**config.mk**
```make
export PLATFORM = sky130hd
export DESIGN_NAME = cartridge_mapper_irq_square_sound_core
export DESIGN_NICKNAME = d
export VERILOG_FILES = /design/src/rtl/cmisq_pkg.sv /design/src/rtl/cartridge_mapper_irq_square_sound_core.sv
export SDC_FILE = /design/constraint.sdc
export NUM_CORES = 1
export LEC_CHECK = 0
export ABC_AREA = 0
export BUFFER_PORTS_ARGS = -buffer_cell sky130_fd_sc_hd__buf_4
export CORE_ASPECT_RATIO = 0.7
export CORE_MARGIN = 5
export CORE_UTILIZATION = 40
export DETAILED_ROUTE_END_ITERATION = 12
export GPL_ROUTABILITY_DRIVEN = 0
export HOLD_SLACK_MARGIN = 0.12
export PLACE_DENSITY_LB_ADDON = 0.25
export SYNTH_ARGS = -nofsm -noshare
export SYNTH_HDL_FRONTEND = slang
export SYNTH_SLANG_ARGS = --single-unit
```
**constraint.sdc**
```tcl
create_clock -name clk -period 2.7 [get_ports clk]
set_input_delay 0 -clock clk [delete_from_list [all_inputs] [get_ports clk]]
set_output_delay 0 -clock clk [all_outputs]
set_load 0.01 [all_outputs]
```
**src/rtl/cmisq_pkg.sv**
```systemverilog
// Package for the cartridge mapper with interval IRQ and square tone channels.
// Holds the beat payload types, operation codes and register decode constants.
// No dependencies.
`default_nettype none

package cmisq_pkg;

    typedef enum logic [1:0] {
        OP_CPU_WRITE  = 2'd0,
        OP_CPU_TICK   = 2'd1,
        OP_SOUND_TICK = 2'd2,
        OP_NONE       = 2'd3
    } opcode_t;

    typedef struct packed {
        logic [1:0]  opcode;
        logic [15:0] bus_address;
        logic [7:0]  write_data;
    } item_t;

    typedef struct packed {
        logic        irq_line;
        logic [3:0]  tone_a_level;
        logic [3:0]  tone_b_level;
        logic [3:0]  tone_c_level;
        logic        bank_update;
        logic [3:0]  bank_slot;
        logic [7:0]  bank_number;
        logic [1:0]  ram_mode;
        logic [1:0]  mirror_mode;
    } result_t;

    // Address bits 15:13 select the register group.
    localparam logic [2:0] GRP_COMMAND = 3'd4;
    localparam logic [2:0] GRP_PARAM   = 3'd5;
    localparam logic [2:0] GRP_SELECT  = 3'd6;
    localparam logic [2:0] GRP_SOUND   = 3'd7;

    localparam logic [3:0] CMD_WINDOW     = 4'd8;
    localparam logic [3:0] CMD_PRG_LAST   = 4'd11;
    localparam logic [3:0] CMD_MIRROR     = 4'd12;
    localparam logic [3:0] CMD_IRQ_CTRL   = 4'd13;
    localparam logic [3:0] CMD_COUNT_LOW  = 4'd14;
    localparam logic [3:0] CMD_COUNT_HIGH = 4'd15;

    localparam logic [3:0] SEL_PERIOD_LAST = 4'd5;
    localparam logic [3:0] SEL_DISABLE     = 4'd7;
    localparam logic [3:0] SEL_VOLUME_A    = 4'd8;
    localparam logic [3:0] SEL_VOLUME_C    = 4'd10;

    localparam logic [0:0] REG_CHR_BANK_MAX = 1'd0;
    localparam logic [0:0] REG_PRG_BANK_MAX = 1'd1;

    localparam int TONE_SLOTS = 3;

    function automatic logic [7:0] reduce_bank(input logic [7:0] v, input logic [7:0] max);
        reduce_bank = (v > max) ? (v & max) : v;
    endfunction

endpackage

`default_nettype wire

```
**src/rtl/cartridge_mapper_irq_square_sound_core.sv**
```systemverilog
// Top level of the cartridge mapper with interval IRQ and square tone channels.
// Uses cmisq_pkg for payload types, operation codes and register decode.
// Accepted beats enter the input register; results leave the result register.
// Throughput: one beat per cycle; an input register and a result register
// form the pipeline and only a stalled, full result register holds it back.
// Reset clears all mapper, IRQ and tone state; bank maxima return to 255 and 63.
`default_nettype none

module cartridge_mapper_irq_square_sound_core #(
    parameter int TONE_CHANNELS = 3
) (
    input  wire logic              clk,
    input  wire logic              rst_n,
    input  wire logic              item_valid,
    output logic                   item_stall,
    input  wire cmisq_pkg::item_t  item,
    output logic                   result_valid,
    input  wire logic              result_stall,
    output cmisq_pkg::result_t     result,
    input  wire logic              psel,
    input  wire logic              penable,
    input  wire logic              pwrite,
    input  wire logic [2:0]        paddr,
    input  wire logic [31:0]       pwdata,
    output logic [31:0]            prdata,
    output logic                   pready
);

    logic [7:0]  chr_bank_max_reg;
    logic [5:0]  prg_bank_max_reg;

    logic              stage_valid_reg;
    cmisq_pkg::item_t  stage_item_reg;
    logic              result_valid_reg;
    cmisq_pkg::result_t result_reg;

    logic [3:0]  command_latch_reg, command_latch_next;
    logic [3:0]  sound_select_reg, sound_select_next;
    logic [15:0] irq_counter_reg, irq_counter_next;
    logic        irq_count_enable_reg, irq_count_enable_next;
    logic        irq_trigger_enable_reg, irq_trigger_enable_next;
    logic        irq_delay_reg, irq_delay_next;
    logic        irq_pending_reg, irq_pending_next;
    logic [1:0]  mirror_setting_reg, mirror_setting_next;
    logic [1:0]  ram_setting_reg, ram_setting_next;

    logic [11:0] tone_period_reg  [TONE_CHANNELS];
    logic [11:0] tone_period_next [TONE_CHANNELS];
    logic [12:0] tone_timer_reg   [TONE_CHANNELS];
    logic [12:0] tone_timer_next  [TONE_CHANNELS];
    logic [4:0]  tone_phase_reg   [TONE_CHANNELS];
    logic [4:0]  tone_phase_next  [TONE_CHANNELS];
    logic [3:0]  tone_volume_reg  [TONE_CHANNELS];
    logic [3:0]  tone_volume_next [TONE_CHANNELS];
    logic        tone_disable_reg  [TONE_CHANNELS];
    logic        tone_disable_next [TONE_CHANNELS];
    logic [3:0]  tone_level_reg   [TONE_CHANNELS];
    logic [3:0]  tone_level_next  [TONE_CHANNELS];

    logic        advance;
    logic        work;
    logic        cfg_write;
    logic        upd;
    logic [3:0]  slot;
    logic [7:0]  num;
    logic [2:0]  grp;
    logic [7:0]  d;
    logic [3:0]  level_all [cmisq_pkg::TONE_SLOTS];
    cmisq_pkg::result_t result_next;

    assign advance    = !result_valid_reg || !result_stall;
    assign work       = stage_valid_reg && advance;
    assign item_stall = stage_valid_reg && !advance;
    assign result_valid = result_valid_reg;
    assign result     = result_reg;
    assign pready     = 1'b1;
    assign cfg_write  = psel && penable && pwrite;
    assign grp        = stage_item_reg.bus_address[15:13];
    assign d          = stage_item_reg.write_data;

    always_comb
    begin
        prdata = 32'd0;
        unique case (paddr[2])
            cmisq_pkg::REG_CHR_BANK_MAX: prdata = {24'd0, chr_bank_max_reg};
            cmisq_pkg::REG_PRG_BANK_MAX: prdata = {26'd0, prg_bank_max_reg};
            default:                     prdata = 32'd0;
        endcase
    end

    always_ff @(posedge clk or negedge rst_n)
    begin
        if (!rst_n)
        begin
            chr_bank_max_reg <= 8'd255;
            prg_bank_max_reg <= 6'd63;
        end
        else if (cfg_write)
        begin
            unique case (paddr[2])
                cmisq_pkg::REG_CHR_BANK_MAX: chr_bank_max_reg <= pwdata[7:0];
                cmisq_pkg::REG_PRG_BANK_MAX: prg_bank_max_reg <= pwdata[5:0];
                default:                     chr_bank_max_reg <= chr_bank_max_reg;
            endcase
        end
    end

    always_comb
    begin
        logic [1:0] sel_ch;
        logic [12:0] timer_dec;

        command_latch_next      = command_latch_reg;
        sound_select_next       = sound_select_reg;
        irq_counter_next        = irq_counter_reg;
        irq_count_enable_next   = irq_count_enable_reg;
        irq_trigger_enable_next = irq_trigger_enable_reg;
        irq_delay_next          = irq_delay_reg;
        irq_pending_next        = irq_pending_reg;
        mirror_setting_next     = mirror_setting_reg;
        ram_setting_next        = ram_setting_reg;
        tone_period_next        = tone_period_reg;
        tone_timer_next         = tone_timer_reg;
        tone_phase_next         = tone_phase_reg;
        tone_volume_next        = tone_volume_reg;
        tone_disable_next       = tone_disable_reg;
        tone_level_next         = tone_level_reg;
        upd  = 1'b0;
        slot = 4'd0;
        num  = 8'd0;
        sel_ch = 2'd0;
        timer_dec = 13'd0;

        unique case (cmisq_pkg::opcode_t'(stage_item_reg.opcode))
            cmisq_pkg::OP_CPU_WRITE:
            begin
                priority if (grp == cmisq_pkg::GRP_COMMAND)
                begin
                    command_latch_next = d[3:0];
                end
                else if (grp == cmisq_pkg::GRP_PARAM)
                begin
                    priority if (command_latch_reg < cmisq_pkg::CMD_WINDOW)
                    begin
                        upd  = 1'b1;
                        slot = command_latch_reg;
                        num  = cmisq_pkg::reduce_bank(d, chr_bank_max_reg);
                    end
                    else if (command_latch_reg == cmisq_pkg::CMD_WINDOW)
                    begin
                        ram_setting_next = d[7:6];
                        if (!d[6])
                        begin
                            upd  = 1'b1;
                            slot = cmisq_pkg::CMD_WINDOW;
                            num  = cmisq_pkg::reduce_bank({2'b00, d[5:0]},
                                                          {2'b00, prg_bank_max_reg});
                        end
                    end
                    else if (command_latch_reg <= cmisq_pkg::CMD_PRG_LAST)
                    begin
                        upd  = 1'b1;
                        slot = command_latch_reg;
                        num  = cmisq_pkg::reduce_bank(d, {2'b00, prg_bank_max_reg});
                    end
                    else if (command_latch_reg == cmisq_pkg::CMD_MIRROR)
                    begin
                        mirror_setting_next = d[1:0];
                    end
                    else if (command_latch_reg == cmisq_pkg::CMD_IRQ_CTRL)
                    begin
                        irq_trigger_enable_next = d[0];
                        irq_count_enable_next   = d[7];
                        if (!d[7])
                        begin
                            irq_pending_next = 1'b0;
                        end
                    end
                    else if (command_latch_reg == cmisq_pkg::CMD_COUNT_LOW)
                    begin
                        irq_counter_next = {irq_counter_reg[15:8], d};
                    end
                    else
                    begin
                        irq_counter_next = {d, irq_counter_reg[7:0]};
                    end
                end
                else if (grp == cmisq_pkg::GRP_SELECT)
                begin
                    sound_select_next = d[3:0];
                end
                else if (grp == cmisq_pkg::GRP_SOUND)
                begin
                    sel_ch = sound_select_reg[2:1];
                    priority if (sound_select_reg <= cmisq_pkg::SEL_PERIOD_LAST)
                    begin
                        for (int c = 0; c < TONE_CHANNELS; c++)
                        begin
                            if (sel_ch == 2'(c))
                            begin
                                if (!sound_select_reg[0])
                                    tone_period_next[c] = {tone_period_reg[c][11:8], d};
                                else
                                    tone_period_next[c] = {d[3:0], tone_period_reg[c][7:0]};
                            end
                        end
                    end
                    else if (sound_select_reg == cmisq_pkg::SEL_DISABLE)
                    begin
                        for (int c = 0; c < TONE_CHANNELS; c++)
                        begin
                            tone_disable_next[c] = d[c];
                        end
                    end
                    else if (sound_select_reg >= cmisq_pkg::SEL_VOLUME_A &&
                             sound_select_reg <= cmisq_pkg::SEL_VOLUME_C)
                    begin
                        for (int c = 0; c < TONE_CHANNELS; c++)
                        begin
                            if (sound_select_reg[1:0] == 2'(c))
                                tone_volume_next[c] = d[3:0];
                        end
                    end
                    else
                    begin
                        sel_ch = 2'd0;
                    end
                end
                else
                begin
                    sel_ch = 2'd0;
                end
            end
            cmisq_pkg::OP_CPU_TICK:
            begin
                if (irq_delay_reg)
                begin
                    irq_delay_next   = 1'b0;
                    irq_pending_next = 1'b1;
                end
                if (irq_count_enable_reg)
                begin
                    irq_counter_next = irq_counter_reg - 16'd1;
                    if (irq_counter_next == 16'd0 && irq_trigger_enable_reg)
                        irq_delay_next = 1'b1;
                end
            end
            cmisq_pkg::OP_SOUND_TICK:
            begin
                for (int c = 0; c < TONE_CHANNELS; c++)
                begin
                    timer_dec = tone_timer_reg[c] - 13'd1;
                    tone_timer_next[c] = timer_dec;
                    if (timer_dec == 13'd0)
                    begin
                        tone_phase_next[c] = tone_phase_reg[c] + 5'd1;
                        tone_timer_next[c] = {1'b0, tone_period_reg[c]} + 13'd1;
                    end
                    if (!tone_disable_reg[c] && tone_phase_next[c][4])
                        tone_level_next[c] = tone_volume_reg[c];
                    else
                        tone_level_next[c] = 4'd0;
                end
            end
            default:
            begin
                sel_ch = 2'd0;
            end
        endcase
    end

    genvar g;
    generate
        for (g = 0; g < cmisq_pkg::TONE_SLOTS; g++)
        begin : g_level
            if (g < TONE_CHANNELS)
            begin : g_used
                assign level_all[g] = tone_level_next[g];
            end
            else
            begin : g_absent
                assign level_all[g] = 4'd0;
            end
        end
    endgenerate

    always_comb
    begin
        result_next.irq_line     = irq_pending_next;
        result_next.tone_a_level = level_all[0];
        result_next.tone_b_level = level_all[1];
        result_next.tone_c_level = level_all[2];
        result_next.bank_update  = upd;
        result_next.bank_slot    = slot;
        result_next.bank_number  = num;
        result_next.ram_mode     = ram_setting_next;
        result_next.mirror_mode  = mirror_setting_next;
    end

    always_ff @(posedge clk or negedge rst_n)
    begin
        if (!rst_n)
        begin
            stage_valid_reg        <= 1'b0;
            result_valid_reg       <= 1'b0;
            command_latch_reg      <= 4'd0;
            sound_select_reg       <= 4'd0;
            irq_counter_reg        <= 16'd0;
            irq_count_enable_reg   <= 1'b0;
            irq_trigger_enable_reg <= 1'b0;
            irq_delay_reg          <= 1'b0;
            irq_pending_reg        <= 1'b0;
            mirror_setting_reg     <= 2'd0;
            ram_setting_reg        <= 2'd0;
            for (int c = 0; c < TONE_CHANNELS; c++)
            begin
                tone_period_reg[c]  <= 12'd0;
                tone_timer_reg[c]   <= 13'd1;
                tone_phase_reg[c]   <= 5'd0;
                tone_volume_reg[c]  <= 4'd0;
                tone_disable_reg[c] <= 1'b0;
                tone_level_reg[c]   <= 4'd0;
            end
        end
        else
        begin
            if (!item_stall)
                stage_valid_reg <= item_valid;
            if (advance)
                result_valid_reg <= stage_valid_reg;
            if (work)
            begin
                command_latch_reg      <= command_latch_next;
                sound_select_reg       <= sound_select_next;
                irq_counter_reg        <= irq_counter_next;
                irq_count_enable_reg   <= irq_count_enable_next;
                irq_trigger_enable_reg <= irq_trigger_enable_next;
                irq_delay_reg          <= irq_delay_next;
                irq_pending_reg        <= irq_pending_next;
                mirror_setting_reg     <= mirror_setting_next;
                ram_setting_reg        <= ram_setting_next;
                tone_period_reg        <= tone_period_next;
                tone_timer_reg         <= tone_timer_next;
                tone_phase_reg         <= tone_phase_next;
                tone_volume_reg        <= tone_volume_next;
                tone_disable_reg       <= tone_disable_next;
                tone_level_reg         <= tone_level_next;
            end
        end
    end

    always_ff @(posedge clk)
    begin
        if (!item_stall)
            stage_item_reg <= item;
        if (work)
            result_reg <= result_next;
    end

endmodule

`default_nettype wire

```
Word level (Yosys, flattened, before mapping):

Index checks and enable logic that the tools add are counted.

* multiplexer cells: 63
* add/subtract/negate cells: 10
* reductions and logical operators: 47
* bitwise gates (word level): 15
* order comparisons: 8
* equal/unequal tests: 28

Operators by type and width (count)
* $mux 16: 9
* $pmux 32 s2: 1
* $reduce_and 9->1: 7
* $mux 8: 5
* $add 12x1->13 const B: 3
* $logic_not 13->1: 3
* $mux 13: 3
* $sub 13x1->13 const B: 3
* $pmux 16 s2: 1
* $mux 5: 6
* $reduce_and 10->1: 3
* $mux 4: 7
* $ne 2x2->1 const B: 13
* $mux 2: 12
* $reduce_and 11->1: 2
* $eq 4x4->1 const B: 4
* $logic_not 16->1: 1
* $sub 16x1->16 const B: 1
* $add 5x1->5 const B: 3
* $mux 1: 15
* $eq 3x3->1 const B: 4
* $mux 12: 1
* $mux 6: 2
* $not 1->1: 12
* 24 further kinds: 50

* flip-flop bits (word level): 221
* logic and storage cells: 221
* input bits: 68

Longest topological paths before layout:

* depth in word-level cells: 10
* gate-level depth with buffers: 10

Worst setup path before layout:

Ideal clock, no wire load.

* kind: register to register
* start point: register result_valid_reg, in the netlist result_valid
* end point: register tone_timer_reg[20] (netlist bit)
* arrival: 2.652 ns
* data required time: 2.566 ns
* cell stages (with the launch flop): 10
* path slack: -0.087 ns
* setup time: 0.134 ns
* cell sequence: dfrtp_1 -> nand2_1 -> nand2_1 -> inv_2 -> clkbuf_1 -> nand2_1 -> clkbuf_1 -> clkbuf_1 -> o21ai_0 -> o31ai_1

* word-level cells in the longest chain between the ends: 4

Ends and longest elaborated chain
* start, declared: RTL line cartridge_mapper_irq_square_sound_core.sv:34 `logic result_valid_reg;`
* start signal, assigned: RTL line cartridge_mapper_irq_square_sound_core.sv:330 `result_valid_reg <= stage_valid_reg;`
* $logic_not 1->1: RTL line cartridge_mapper_irq_square_sound_core.sv:71 `assign advance = !result_valid_reg || !result_stall;`
* $logic_or 1x1->1: RTL line cartridge_mapper_irq_square_sound_core.sv:71
* $logic_and 1x1->1: RTL line cartridge_mapper_irq_square_sound_core.sv:72 `assign work = stage_valid_reg && advance;`
* via work: RTL line cartridge_mapper_irq_square_sound_core.sv:61 `logic work;`
* $reduce_and 2->1 (no source line)
* end signal, assigned: RTL line cartridge_mapper_irq_square_sound_core.sv:343 `tone_timer_reg <= tone_timer_next;`
* end, declared: RTL line cartridge_mapper_irq_square_sound_core.sv:49 `logic [12:0] tone_timer_reg [TONE_CHANNELS];`

The timed path passes the listed nets, and every way through them passes these cells.
A chain may end at the register's enable or synchronous reset.

==> impl_results.md <==
- Worst-skew pair later-pin latency: 520 ps
- FF-to-FF End: result[24]$_DFFE_PP_
- Synthesized area per cell: 10.05 um^2
- CTS Buffer Depth: 3
- RSZ-0062 raised after global routing: true
- Setup violators final: 6
- Syn Inst Count: 1170
- Hpwl dp: 22450 um
- Cts bufs inserted: 22
- Largest cells by area after synthesis: dfrtp_1 (32%), edfxtp_1 (11%), mux2_2 (6.7%)
- Final Net Count: 1422
- Max FFs per register: 39
- Tot Pwr: 9.997 mW
- WHS Endpoint: prg_bank_max_reg[5]$_DFFE_PN1P_
- Root Driver: clkbuf_16
- DRC errors left: 0
- Leading area contributor after synthesis: dfrtp_1
- Fmax: 360.7 MHz
- Ys Warns: 0
- CTS sink cnt: 208
- Via-to-Cell Ratio: 5.662
- PortBufs: 68
- Post-synthesis adder-cell area fraction: 0.04470
- Final core utilization: 0.4919
- Max transition margin: 0.4569
- Vias in the first global route: 9183
- Post-synthesis async set-or-reset flop share: 0.7933
- # Max-Cap Violations: 0
- Post-Synth XOR/XNOR Area: 0.04087
- Iteration-0 DRC Markers: 874
- Total Routed Length: 31850 um
- DP Worst Slack: -109.7 ps
- WP data required: 2950 ps
- VDD IR max: 0.5826 mV
- Kind of critical path: reg2reg
- Critical Path Fanout Max: 4
- Complex-gate fraction of the synthesized area: 0.1385
- Std cell rows: 52
- Arr. time, crit path: 3020 ps
- Grt peak-use layer: met1
- Reg-to-reg slack, setup: -70 ps
- Primary FF master, synth: dfrtp_1
- Core Area: 0.02895 mm^2
- Commonest cells after routing, fill and taps aside: dfrtp_1 (148), buf_4 (148), nand2_1 (98), nand3_1 (84), nor2_1 (73)
- Largest net degree at the start of global routing: 65
- Failing checks: setup timing
- Critical Path Source Type: flop
- Design Area, Final: 0.01424 mm^2
- Worst r2r src: tone_timer_reg[22]$_DFFE_PN0P_
- Largest family of logic cells by synthesized area: simple AND/OR/NAND/NOR gates
- Reg2Reg Depth: 8
- Synth top area share: 0.3150
- Met3 Use GR: 0.04607
- Synth Register Bits: 208
- GRT Resource Usage Total: 0.1897
- First-pass GRT wire length: 51340 um
- Post-synth cell types: 73
- Share of cells above drive strength 1: 0.2380
- Final setup TNS: -237.5 ps
- Initial antenna violation count: 0
- Crit path from: tone_timer_reg[22]$_DFFE_PN0P_
- 1st-pass router iterations: 5
- Register area share after synthesis: 0.4629
- Ports: 133
- Fin Hold WS: 141.9 ps
- Met2 GRT Util: 0.2744
- Die W: 214.9 um
- Worst hold start: pwrite
- Area growth syn-to-layout: 21.15%
- Final ANT Viol Nets: 0
- Final Hold Fails: 0
- Setup WS post-layout: -72.61 ps
- Final Max Slew Viols: 0
- Layout Cells excl Fill: 1706
- Mapped Area: 0.01176 mm^2
- Starting Density: 0.4061
- Post-synthesis mux area share: 0.07524
- Post-synth EDFFs: 43
- CP Capture Type: flop
- CTS tree: built
- Path type of the worst min-delay path: in2reg
- Avg WL per Cell: 18.67 um
- Post-DP Area: 0.01310 mm^2
- Worst Tran Pin Value: 812.4 ps
- LEAKAGE: 6.186 nW
- CTS clk-pin slew, worst paths: 70 ps
- Pwr/cell area: 701.9 mW/mm^2
- Run status: complete, but fails checks
- Ant diodes: 0
- Die Span Y: 153.4 um
- Dpl cells: 1635
- Post-synthesis simple-gate area fraction: 0.1902
- Final cycle utilization of the critical path: 1.027
- Tmin final: 2773 ps
- H-tree depth: 1
- Hold Path Stages: 3
- Via count: 9659
- Final clock skew: 16.54 ps
- Die Footprint: 0.03297 mm^2
- Met1 usage: 0.2914
- Remaining global-route overflow: 0
-- report_power, final --
part	switching, mW	internal, mW	total, mW
clock network	1.28	1.84	3.12
logic	1.53	1.23	2.76
registers	0.467	3.65	4.12
total	3.28	6.72	10.0
-- layer usage --
layer | share of wire | wire [um]
met4 | 0.015 | 469
met1 | 0.50 | 15850
met2 | 0.41 | 13150
met3 | 0.075 | 2388
met5 | 0 | 0
-- worst max-delay path, stage by stage, from the launching register on --
cell and delay (ps):
dfrtp_1 390, or4_4 540, or4_4 490, a21o_1 210
a2111oi_4 280, buf_4 190, xnor2_4 160, buf_4 190
o41ai_2 50
-- cell usage after synthesis, types with 16 or more instances --
cell type and count:
nand4_1 34, inv_1 33, a211oi_1 17, nor2_1 74
dfstp_2 17, nor3_1 27, edfxtp_1 43, mux2_2 70
xor2_1 16, a31oi_1 18, clkbuf_1 53, xnor2_1 37
nand3_1 84, nor4_1 16, o21ai_0 52, and3_1 18
dfrtp_1 148, nand2_1 98, a21oi_1 43, buf_4 25
ha_1 42
-- how the worst max path moves through the flow --
stage	slack (ps)	to	depth (start not counted)
final	-70	result[24]$_DFFE_PP_	8
after global routing	-160	result[24]$_DFFE_PP_	11
after CTS	-80	result[23]$_DFFE_PP_	7
after detailed placement	-110	result[23]$_DFFE_PP_	9
after global placement	-40	result[24]$_DFFE_PP_	9
after floorplan	2	result[21]$_DFFE_PP_	8
-- timing repair --
item / 4_1_cts / 5_1_grt
setup buffers: 5 / 0
hold buffers: 26 / 0
gates resized for setup: 5 / 13
pin swaps: 6 / 4
endpoints found under the hold margin: 178 / 0
endpoints found under the setup margin: 8 / 31
-- cell families (layout without fill, tap and decap cells) --
kind of cell               after synthesis  in the layout
and+or+nand+nor                        431            431
AOI/OAI and AO/OA                      233            233
DFF                                    208            208
buffers and inverters                  121            256
muxes                                   79             79
xor gates and xnor gates                54             54
adders and majority gates               42             42
other                                    2             25
-- area by class of cell --
type | instances | area [um^2]
fillers | 2641 | 14710
flip-flops and latches | 208 | 5441
inverters | 35 | 131.4
well taps | 378 | 473.0
multi-input cells | 864 | 5971
repair buffers | 181 | 1494
clock buffers | 32 | 639.4
clock inverters | 8 | 92.59
(Power assumes the default switching activity.)
